==> src/sv/bgwb_pkg.sv <==
// Shared types, constants and site decode for the grey-world white balance block.
package bgwb_pkg;

  localparam int unsigned PIX_W      = 16;
  localparam int unsigned GAIN_W     = 16;
  localparam int unsigned FRAC_W     = 10;
  localparam int unsigned SUM_W      = 38;
  localparam int unsigned GREEN_W    = SUM_W + 1;
  localparam int unsigned DIVIDEND_W = GREEN_W + FRAC_W;
  localparam int unsigned DIVISOR_W  = SUM_W + 1;
  localparam int unsigned QUOT_W     = GAIN_W + 1;
  localparam int unsigned DSH_W      = DIVISOR_W + GAIN_W;
  localparam int unsigned PROD_W     = PIX_W + GAIN_W;
  localparam int unsigned CFG_IDX_W  = 1;
  localparam int unsigned CFG_DATA_W = 16;

  localparam logic [GAIN_W-1:0] UNITY_GAIN = GAIN_W'(1 << FRAC_W);
  localparam logic [GAIN_W-1:0] GAIN_SAT   = '1;
  localparam logic [PIX_W-1:0]  MAX_LEVEL_RST = 16'd4095;

  // register indexes
  localparam logic [CFG_IDX_W-1:0] CFG_BAYER_PATTERN = 1'b0;
  localparam logic [CFG_IDX_W-1:0] CFG_MAX_LEVEL     = 1'b1;

  // mosaic orders
  localparam logic [1:0] PAT_RGGB = 2'd0;
  localparam logic [1:0] PAT_BGGR = 2'd1;
  localparam logic [1:0] PAT_GBRG = 2'd2;

  typedef enum logic [1:0] {
    SITE_R  = 2'd0,
    SITE_GR = 2'd1,
    SITE_GB = 2'd2,
    SITE_B  = 2'd3
  } site_e;

  typedef struct packed {
    logic             func;
    logic [PIX_W-1:0] pixel;
    logic             row_odd;
    logic             col_odd;
    logic             frame_last;
  } in_word_t;

  typedef struct packed {
    logic              kind;
    logic [PIX_W-1:0]  blue_out;
    logic [PIX_W-1:0]  green_out;
    logic [PIX_W-1:0]  red_out;
    logic [GAIN_W-1:0] red_gain_out;
    logic [GAIN_W-1:0] blue_gain_out;
  } out_word_t;

  typedef struct packed {
    logic                  start;
    logic [DIVIDEND_W-1:0] dividend;
    logic [DIVISOR_W-1:0]  divisor;
  } div_ctrl_t;

  typedef struct packed {
    logic busy;
    logic done;
  } div_stat_t;

  // Site of a pixel from mosaic order and row/column parity; code 3 acts as RGGB.
  function automatic site_e site_of(input logic [1:0] pattern, input logic row_odd,
                                    input logic col_odd);
    logic [1:0] pos;
    site_e      s;
    pos = {row_odd, col_odd};
    case (pattern)
      PAT_BGGR: s = site_e'(pos ^ 2'b11);
      PAT_GBRG: s = site_e'(pos ^ 2'b10);
      default:  s = site_e'(pos);
    endcase
    return s;
  endfunction

endpackage

==> src/sv/bgwb_div.sv <==
// Shared restoring divider: one quotient bit per cycle, saturating 16-bit result.
module bgwb_div
  import bgwb_pkg::*;
(
  input  logic              clk_i,
  input  logic              rst_ni,
  input  div_ctrl_t         ctrl_i,
  output div_stat_t         stat_o,
  output logic [GAIN_W-1:0] quot_o
);

  localparam int unsigned CNT_W = $clog2(QUOT_W);

  logic                  busy_q, busy_d;
  logic                  done_q, done_d;
  logic [CNT_W-1:0]      cnt_q, cnt_d;
  logic [DIVIDEND_W-1:0] rem_q, rem_d;
  logic [DSH_W-1:0]      dsh_q, dsh_d;
  logic [QUOT_W-1:0]     quo_q, quo_d;
  logic                  ge;

  // divisor starts at bit GAIN_W: a one in the top quotient bit means saturation
  // (a zero divisor always sets it)
  assign ge = {{(DSH_W-DIVIDEND_W){1'b0}}, rem_q} >= dsh_q;

  always_comb begin
    busy_d = busy_q;
    done_d = 1'b0;
    cnt_d  = cnt_q;
    rem_d  = rem_q;
    dsh_d  = dsh_q;
    quo_d  = quo_q;
    if (ctrl_i.start && !busy_q) begin
      busy_d = 1'b1;
      cnt_d  = CNT_W'(QUOT_W - 1);
      rem_d  = ctrl_i.dividend;
      dsh_d  = {ctrl_i.divisor, {GAIN_W{1'b0}}};
      quo_d  = '0;
    end else if (busy_q) begin
      if (ge) begin
        rem_d = rem_q - dsh_q[DIVIDEND_W-1:0];
      end
      quo_d = {quo_q[QUOT_W-2:0], ge};
      dsh_d = dsh_q >> 1;
      cnt_d = cnt_q - CNT_W'(1);
      if (cnt_q == '0) begin
        busy_d = 1'b0;
        done_d = 1'b1;
      end
    end
  end

  always_ff @(posedge clk_i or negedge rst_ni) begin
    if (!rst_ni) begin
      busy_q <= 1'b0;
      done_q <= 1'b0;
      cnt_q  <= '0;
    end else begin
      busy_q <= busy_d;
      done_q <= done_d;
      cnt_q  <= cnt_d;
    end
  end

  always_ff @(posedge clk_i) begin
    rem_q <= rem_d;
    dsh_q <= dsh_d;
    quo_q <= quo_d;
  end

  assign stat_o.busy = busy_q;
  assign stat_o.done = done_q;
  assign quot_o = quo_q[QUOT_W-1] ? GAIN_SAT : quo_q[GAIN_W-1:0];

endmodule

==> src/sv/bayer_grey_world_white_balance_unit.sv <==
// Top level: grey-world white balance on a twice-streamed raw Bayer frame.
// Gather word (not last): summed at once, no result; one word per cycle while the unit is idle.
// Correct word: the 16x16 product is registered, then shifted and clamped into the output register
//   once that is free; the input stays closed until then.
// Last gather word: green sums added, then the shared 17-step divider runs for red, then blue.
// Reset (async, low): sums zero, gains 1024, pattern RGGB, max_level 4095, output empty.
module bayer_grey_world_white_balance_unit
  import bgwb_pkg::*;
(
  input  logic                  clk_i,
  input  logic                  rst_ni,
  // input words
  input  logic                  in_valid_i,
  output logic                  in_ready_o,
  input  in_word_t              in_word_i,
  // result words
  output logic                  out_valid_o,
  input  logic                  out_ready_i,
  output out_word_t             out_word_o,
  // configuration writes
  input  logic                  cfg_we_i,
  input  logic [CFG_IDX_W-1:0]  cfg_index_i,
  input  logic [CFG_DATA_W-1:0] cfg_data_i
);

  // sequencer states
  localparam logic [2:0] ST_IDLE  = 3'd0;  // take words, accumulate gather pixels
  localparam logic [2:0] ST_MUL   = 3'd1;  // product ready, shift/clamp into output
  localparam logic [2:0] ST_SUM   = 3'd2;  // add the two green sums
  localparam logic [2:0] ST_DIV_R = 3'd3;  // red gain on the divider
  localparam logic [2:0] ST_DIV_B = 3'd4;  // blue gain on the divider, then clear sums
  localparam logic [2:0] ST_GAIN  = 3'd5;  // hand out the gain word

  logic [2:0]        state_q, state_d;

  // configuration
  logic [1:0]        pattern_q;
  logic [PIX_W-1:0]  max_level_q;

  // statistics
  logic [SUM_W-1:0]  sum_r_q, sum_gr_q, sum_gb_q, sum_b_q;
  logic [SUM_W-1:0]  sum_r_d, sum_gr_d, sum_gb_d, sum_b_d;
  logic [GREEN_W-1:0] green_q;
  logic [GAIN_W-1:0] red_gain_q, blue_gain_q;

  // correct path
  logic [PROD_W-1:0] prod_q;
  logic [PIX_W-1:0]  pix_q;
  site_e             site_q;

  // output register
  logic              out_valid_q;
  out_word_t         out_word_q;
  logic              out_load;
  out_word_t         out_next;
  logic              out_free;

  // divider hookup
  div_ctrl_t         div_ctrl;
  div_stat_t         div_stat;
  logic [GAIN_W-1:0] div_quot;

  logic              in_acc;
  site_e             in_site;
  logic [GAIN_W-1:0] in_gain;
  logic [PROD_W-FRAC_W-1:0] scaled;
  logic [PIX_W-1:0]  clamped;

  assign in_ready_o = (state_q == ST_IDLE);
  assign in_acc     = in_valid_i && in_ready_o;
  assign in_site    = site_of(pattern_q, in_word_i.row_odd, in_word_i.col_odd);
  assign in_gain    = (in_site == SITE_B) ? blue_gain_q : red_gain_q;
  assign out_free   = !out_valid_q || out_ready_i;

  // gained red/blue: drop the fraction, clamp to max_level
  assign scaled  = prod_q[PROD_W-1:FRAC_W];
  assign clamped = (scaled > {{(PROD_W-FRAC_W-PIX_W){1'b0}}, max_level_q}) ?
                   max_level_q : scaled[PIX_W-1:0];

  // divider runs red first, then blue; start fires on the first cycle of each state
  always_comb begin
    div_ctrl.start    = (state_q == ST_DIV_R || state_q == ST_DIV_B) &&
                        !div_stat.busy && !div_stat.done;
    div_ctrl.dividend = {green_q, {FRAC_W{1'b0}}};
    div_ctrl.divisor  = (state_q == ST_DIV_B) ? {sum_b_q, 1'b0} : {sum_r_q, 1'b0};
  end

  bgwb_div u_div (
    .clk_i  (clk_i),
    .rst_ni (rst_ni),
    .ctrl_i (div_ctrl),
    .stat_o (div_stat),
    .quot_o (div_quot)
  );

  always_comb begin
    state_d  = state_q;
    sum_r_d  = sum_r_q;
    sum_gr_d = sum_gr_q;
    sum_gb_d = sum_gb_q;
    sum_b_d  = sum_b_q;
    out_load = 1'b0;
    out_next = '0;
    case (state_q)
      ST_IDLE: begin
        if (in_acc) begin
          if (!in_word_i.func) begin
            case (in_site)
              SITE_R:  sum_r_d  = sum_r_q  + SUM_W'(in_word_i.pixel);
              SITE_GR: sum_gr_d = sum_gr_q + SUM_W'(in_word_i.pixel);
              SITE_GB: sum_gb_d = sum_gb_q + SUM_W'(in_word_i.pixel);
              default: sum_b_d  = sum_b_q  + SUM_W'(in_word_i.pixel);
            endcase
            if (in_word_i.frame_last) begin
              state_d = ST_SUM;
            end
          end else begin
            state_d = ST_MUL;
          end
        end
      end
      ST_MUL: begin
        if (out_free) begin
          out_load = 1'b1;
          case (site_q)
            SITE_R:  out_next.red_out   = clamped;
            SITE_B:  out_next.blue_out  = clamped;
            default: out_next.green_out = pix_q;
          endcase
          state_d = ST_IDLE;
        end
      end
      ST_SUM: begin
        state_d = ST_DIV_R;
      end
      ST_DIV_R: begin
        if (div_stat.done) begin
          state_d = ST_DIV_B;
        end
      end
      ST_DIV_B: begin
        if (div_stat.done) begin
          sum_r_d  = '0;
          sum_gr_d = '0;
          sum_gb_d = '0;
          sum_b_d  = '0;
          state_d  = ST_GAIN;
        end
      end
      ST_GAIN: begin
        if (out_free) begin
          out_load               = 1'b1;
          out_next.kind          = 1'b1;
          out_next.red_gain_out  = red_gain_q;
          out_next.blue_gain_out = blue_gain_q;
          state_d                = ST_IDLE;
        end
      end
      default: begin
        state_d = ST_IDLE;
      end
    endcase
  end

  always_ff @(posedge clk_i or negedge rst_ni) begin
    if (!rst_ni) begin
      state_q     <= ST_IDLE;
      pattern_q   <= PAT_RGGB;
      max_level_q <= MAX_LEVEL_RST;
      sum_r_q     <= '0;
      sum_gr_q    <= '0;
      sum_gb_q    <= '0;
      sum_b_q     <= '0;
      red_gain_q  <= UNITY_GAIN;
      blue_gain_q <= UNITY_GAIN;
      out_valid_q <= 1'b0;
    end else begin
      state_q  <= state_d;
      sum_r_q  <= sum_r_d;
      sum_gr_q <= sum_gr_d;
      sum_gb_q <= sum_gb_d;
      sum_b_q  <= sum_b_d;
      if (cfg_we_i) begin
        case (cfg_index_i)
          CFG_BAYER_PATTERN: pattern_q   <= cfg_data_i[1:0];
          CFG_MAX_LEVEL:     max_level_q <= cfg_data_i;
          default: ;
        endcase
      end
      if (state_q == ST_DIV_R && div_stat.done) begin
        red_gain_q <= div_quot;
      end
      if (state_q == ST_DIV_B && div_stat.done) begin
        blue_gain_q <= div_quot;
      end
      if (out_load) begin
        out_valid_q <= 1'b1;
      end else if (out_ready_i) begin
        out_valid_q <= 1'b0;
      end
    end
  end

  // payload registers
  always_ff @(posedge clk_i) begin
    if (in_acc && in_word_i.func) begin
      prod_q <= PROD_W'(in_word_i.pixel) * PROD_W'(in_gain);
      pix_q  <= in_word_i.pixel;
      site_q <= in_site;
    end
    if (state_q == ST_SUM) begin
      green_q <= {1'b0, sum_gr_q} + {1'b0, sum_gb_q};
    end
    if (out_load) begin
      out_word_q <= out_next;
    end
  end

  assign out_valid_o = out_valid_q;
  assign out_word_o  = out_word_q;

endmodule

==> config.mk <==
export PLATFORM = sky130hd
export DESIGN_NAME = bayer_grey_world_white_balance_unit
export DESIGN_NICKNAME = d
export VERILOG_FILES = /design/src/sv/bgwb_pkg.sv /design/src/sv/bgwb_div.sv /design/src/sv/bayer_grey_world_white_balance_unit.sv
export SDC_FILE = /design/constraint.sdc
export NUM_CORES = 2
export LEC_CHECK = 0
export BUFFER_PORTS_ARGS = -buffer_cell sky130_fd_sc_hd__buf_4
export CAP_MARGIN = 5
export CORE_AREA = 8 8 265 267
export DETAILED_ROUTE_END_ITERATION = 10
export DIE_AREA = 0 0 273 275
export PLACE_DENSITY = 0.78
export SYNTH_ARGS = -nofsm -noshare
export SYNTH_HDL_FRONTEND = slang
export SYNTH_SLANG_ARGS = --single-unit
export TNS_END_PERCENT = 100
==> constraint.sdc <==
create_clock -name clk_i -period 7.68 [get_ports clk_i]
set_clock_uncertainty 0.2 [all_clocks]
set_input_delay 0.384 -clock clk_i [delete_from_list [all_inputs] [get_ports clk_i]]
set_output_delay 0.384 -clock clk_i [all_outputs]
set_load 0.01 [all_outputs]
==> impl_results.md <==
* Worst Setup End Kind: flop
* Maximum clock path buffer count at 3
* Mapped Cells at between 3000 and 4000
* Final Power at 14930 uW
* Tmin final at 7.601 ns
* Buf+Inv Stages, Crit Path at 8
* Worst Path Max Fanout at 8
* Vias in the first global route at 27005
* R2R Setup Slk at 0.08 ns
* Share of the synthesized area in the top cell type at 19.97%
* Synth Register Bits at 494
* Worst-path clk slew at 0.06 ns
* Leakage at 0.01842 uW
* Cell depth of the worst setup path at 30
* Syn Area/Cell at 9.768 um2
* Largest stage delay, worst path at 0.56 ns
* Mapped Area at 0.03579 mm2
* ANT nets after route at 0
* Die area at 0.07508 mm2
* Pwr Density at 370.9 mW/mm2
* Synth cell types at 79
* Max-slew headroom at 17.83%
* Crit-path slowest cell: fa_1
* Sink Count at 494
* Setup-failing EPs final at 0
* Post-Route WL at 89850 um
* Global-route usage over all layers at between 20% and 30%
* Chip height at 275 um
* CP endpoint: prod_q[28]
* Worst Path Required at 7.83 ns
* Effective utilization at floorplan at a little over half
* Initial antenna violation count at 3
* CP dominant cell by count: fa_1
* Final #Nets at 4301
* GR Overflow Total at 0
* Layout cells sized above 1 at 10.16%
* Number of synthesized flops with an enable pin at between 200 and 250
* Kind of critical path: reg2reg
* Remaining routing DRC violations at 0
* First-pass GRT wire length at 142300 um
* Max cap viols at 0
* Die width at 273 um
* Routed vias at 27270
* Cell class contributing the biggest share of worst-path delay: adder cells
* Async SR Flop Fraction at 43.12%
* Reg2reg end: prod_q[28]
* Port bufs at 124
* Worst r2r path cells at 30
* HPWL Detailed at ~63000 um
* Tightest Hold Check Type: in2reg
* Net Count, Synth at 4180
* Final Hold Fails at 0
* Dpl cells at 4551
* Fin cells at around 4700
* Worst endpoint data arrival time at 7.75 ns
* Most frequent cells after synthesis: nand2_1, inv_1, ha_1, edfxtp_1, nor2_1
* Initial DRT Pass Iterations at 6
* Number of cell rows at 95
* CTS Buf Count at 53
* Register area share after synthesis at about 37%
* Later-pin clock latency in the skew report at 0.60 ns
* Area growth from synthesis to layout at 12.50%
* Setup crit start kind: flop
* Via density at 5.800
* Top-count cell post-synth: nand2_1
* Max VDD drop at 0.0002050 V
* Core ar. at 0.06633 mm2
* CP startpoint: pattern_q[1]
* Htree depth at 2
* Initial drt markers at 2442
* RSZ-0062 raised after global routing: true
* Area leader, netlist: edfxtp_1
* Synth area leaders: edfxtp_1, dfrtp_1, fa_1, ha_1, nand2_1
* Max-slew violation total from the final report at 0
* Largest net degree at the start of global routing at 97
* Yosys warns at 0
* Final period util at 98.97%
* Worst-margin pin slew at 1.229 ns
* Status: complete, no violations
* Wire per inst at 19.11 um
* Worst r2r src: pattern_q[1]
* Hold WS at about 0.042 ns
* GP Congestion at 0.8955
* Main flop type after synthesis: edfxtp_1
* Io pins at 125
* Root Buffer: clkbuf_16
* CTS tree: built
* Achievable frequency at about 0.13 GHz
## metal layers
layer	up-vias	wire (um)	global-route usage, %
li1	12857	-	-
met3	185	6971	4.640
met2	967	41800	38.20
met5	-	27	0
met4	4	2693	7.597
met1	13257	38360	31.49
## logic make-up after synthesis
kind of cell | count (synthesis) | synth area share (%)
flip-flops | 494 | 37.32
multiplexers | 88 | 2.583
XOR/XNOR | 214 | 5.237
AO/OA/AOI/OAI | 728 | 13.47
adder cells (fa/ha/maj) | 474 | 20.74
AND/OR/NAND/NOR | 1169 | 15.40
buffers and inverters | 497 | 5.247
## sequential cells by signal, indices dropped and copies added, names as in the netlist, 2 cells and up
signal,count
pix_q,16
out_word_o,81
u_div.quo_q,17
sum_b_q,38
u_div.dsh_q,55
red_gain_q,16
state_q,3
max_level_q,16
sum_gb_q,38
green_q,39
sum_r_q,38
pattern_q,2
sum_gr_q,38
u_div.rem_q,49
blue_gain_q,16
site_q,2
u_div.cnt_q,5
prod_q,22
## per-stage QoR
stage	util [%]	worst slack, ns	instance area [um2]	TNS, ns
global placement	56.78	0.08587	37660	0
floorplan	-	0.007748	35840	0
CTS	60.17	0.008598	39910	0
global route	60.70	-0.1061	40260	-0.2180
detailed placement	56.78	-0.1443	37660	-0.3232
finish	60.71	0.07922	40260	0
## layout by cell type (no fill, tap or decap), drive strengths merged, types with 20 or more instances in the layout
cell	count
dlygate4sd3	23
nand2	462
inv	355
buf	187
edfxtp	238
clkbuf	77
xnor2	111
nor2	228
nor2b	77
mux2	29
a21o	75
xor2	103
a22o	53
mux2i	59
dfxtp	43
fa	199
o21bai	25
nand4	30
dfrtp	199
o31ai	77
and3	88
a31oi	20
or3	31
and2	88
nand3	73
ha	275
nand2b	24
o21a	32
o21ai	174
nor3	32
a21oi	172
## where the power goes
part,leakage [uW],internal [uW],switching [uW]
Sequential,0.00544,3840,573
Combinational,0.0121,3160,4600
Clock,0.000923,1650,1100
## worst min path at each step
stage | startpoint | endpoint | depth (start not counted)
2_1_floorplan | rst_ni | blue_gain_q[0] | 0
3_3_place_gp | rst_ni | max_level_q[12] | 1
3_5_place_dp | rst_ni | max_level_q[12] | 1
4_1_cts | in_word_i[6] | pix_q[3] | 1
5_1_grt | in_word_i[10] | pix_q[7] | 1
6_report | cfg_we_i | pattern_q[0] | 3
## cell type report
class	count	area, um2
Multi-Input combinational cell	2673	20890
Inverter	352	1321
Clock buffer	76	1556
Timing Repair Buffer	211	1732
Sequential cell	494	13360
Fill cell	5247	26060
Tap cell	873	1092
Antenna cell	1	2.502
Clock inverter	22	312.8
## tightest hold or removal path, cell delays in order
cell	delay (ns)
buf_4	0.12
nor2b_1	0.15
o21ai_0	0.14
## what timing repair did
action,CTS,global route
pin swaps,5,24
setup endpoints to repair,3,11
hold endpoints to repair,84,0
gates cloned,1,1
gates resized for setup,11,43
buffers inserted,6,21
hold buffers,23,0
Note: power is estimated with default switching activity, not from simulation.
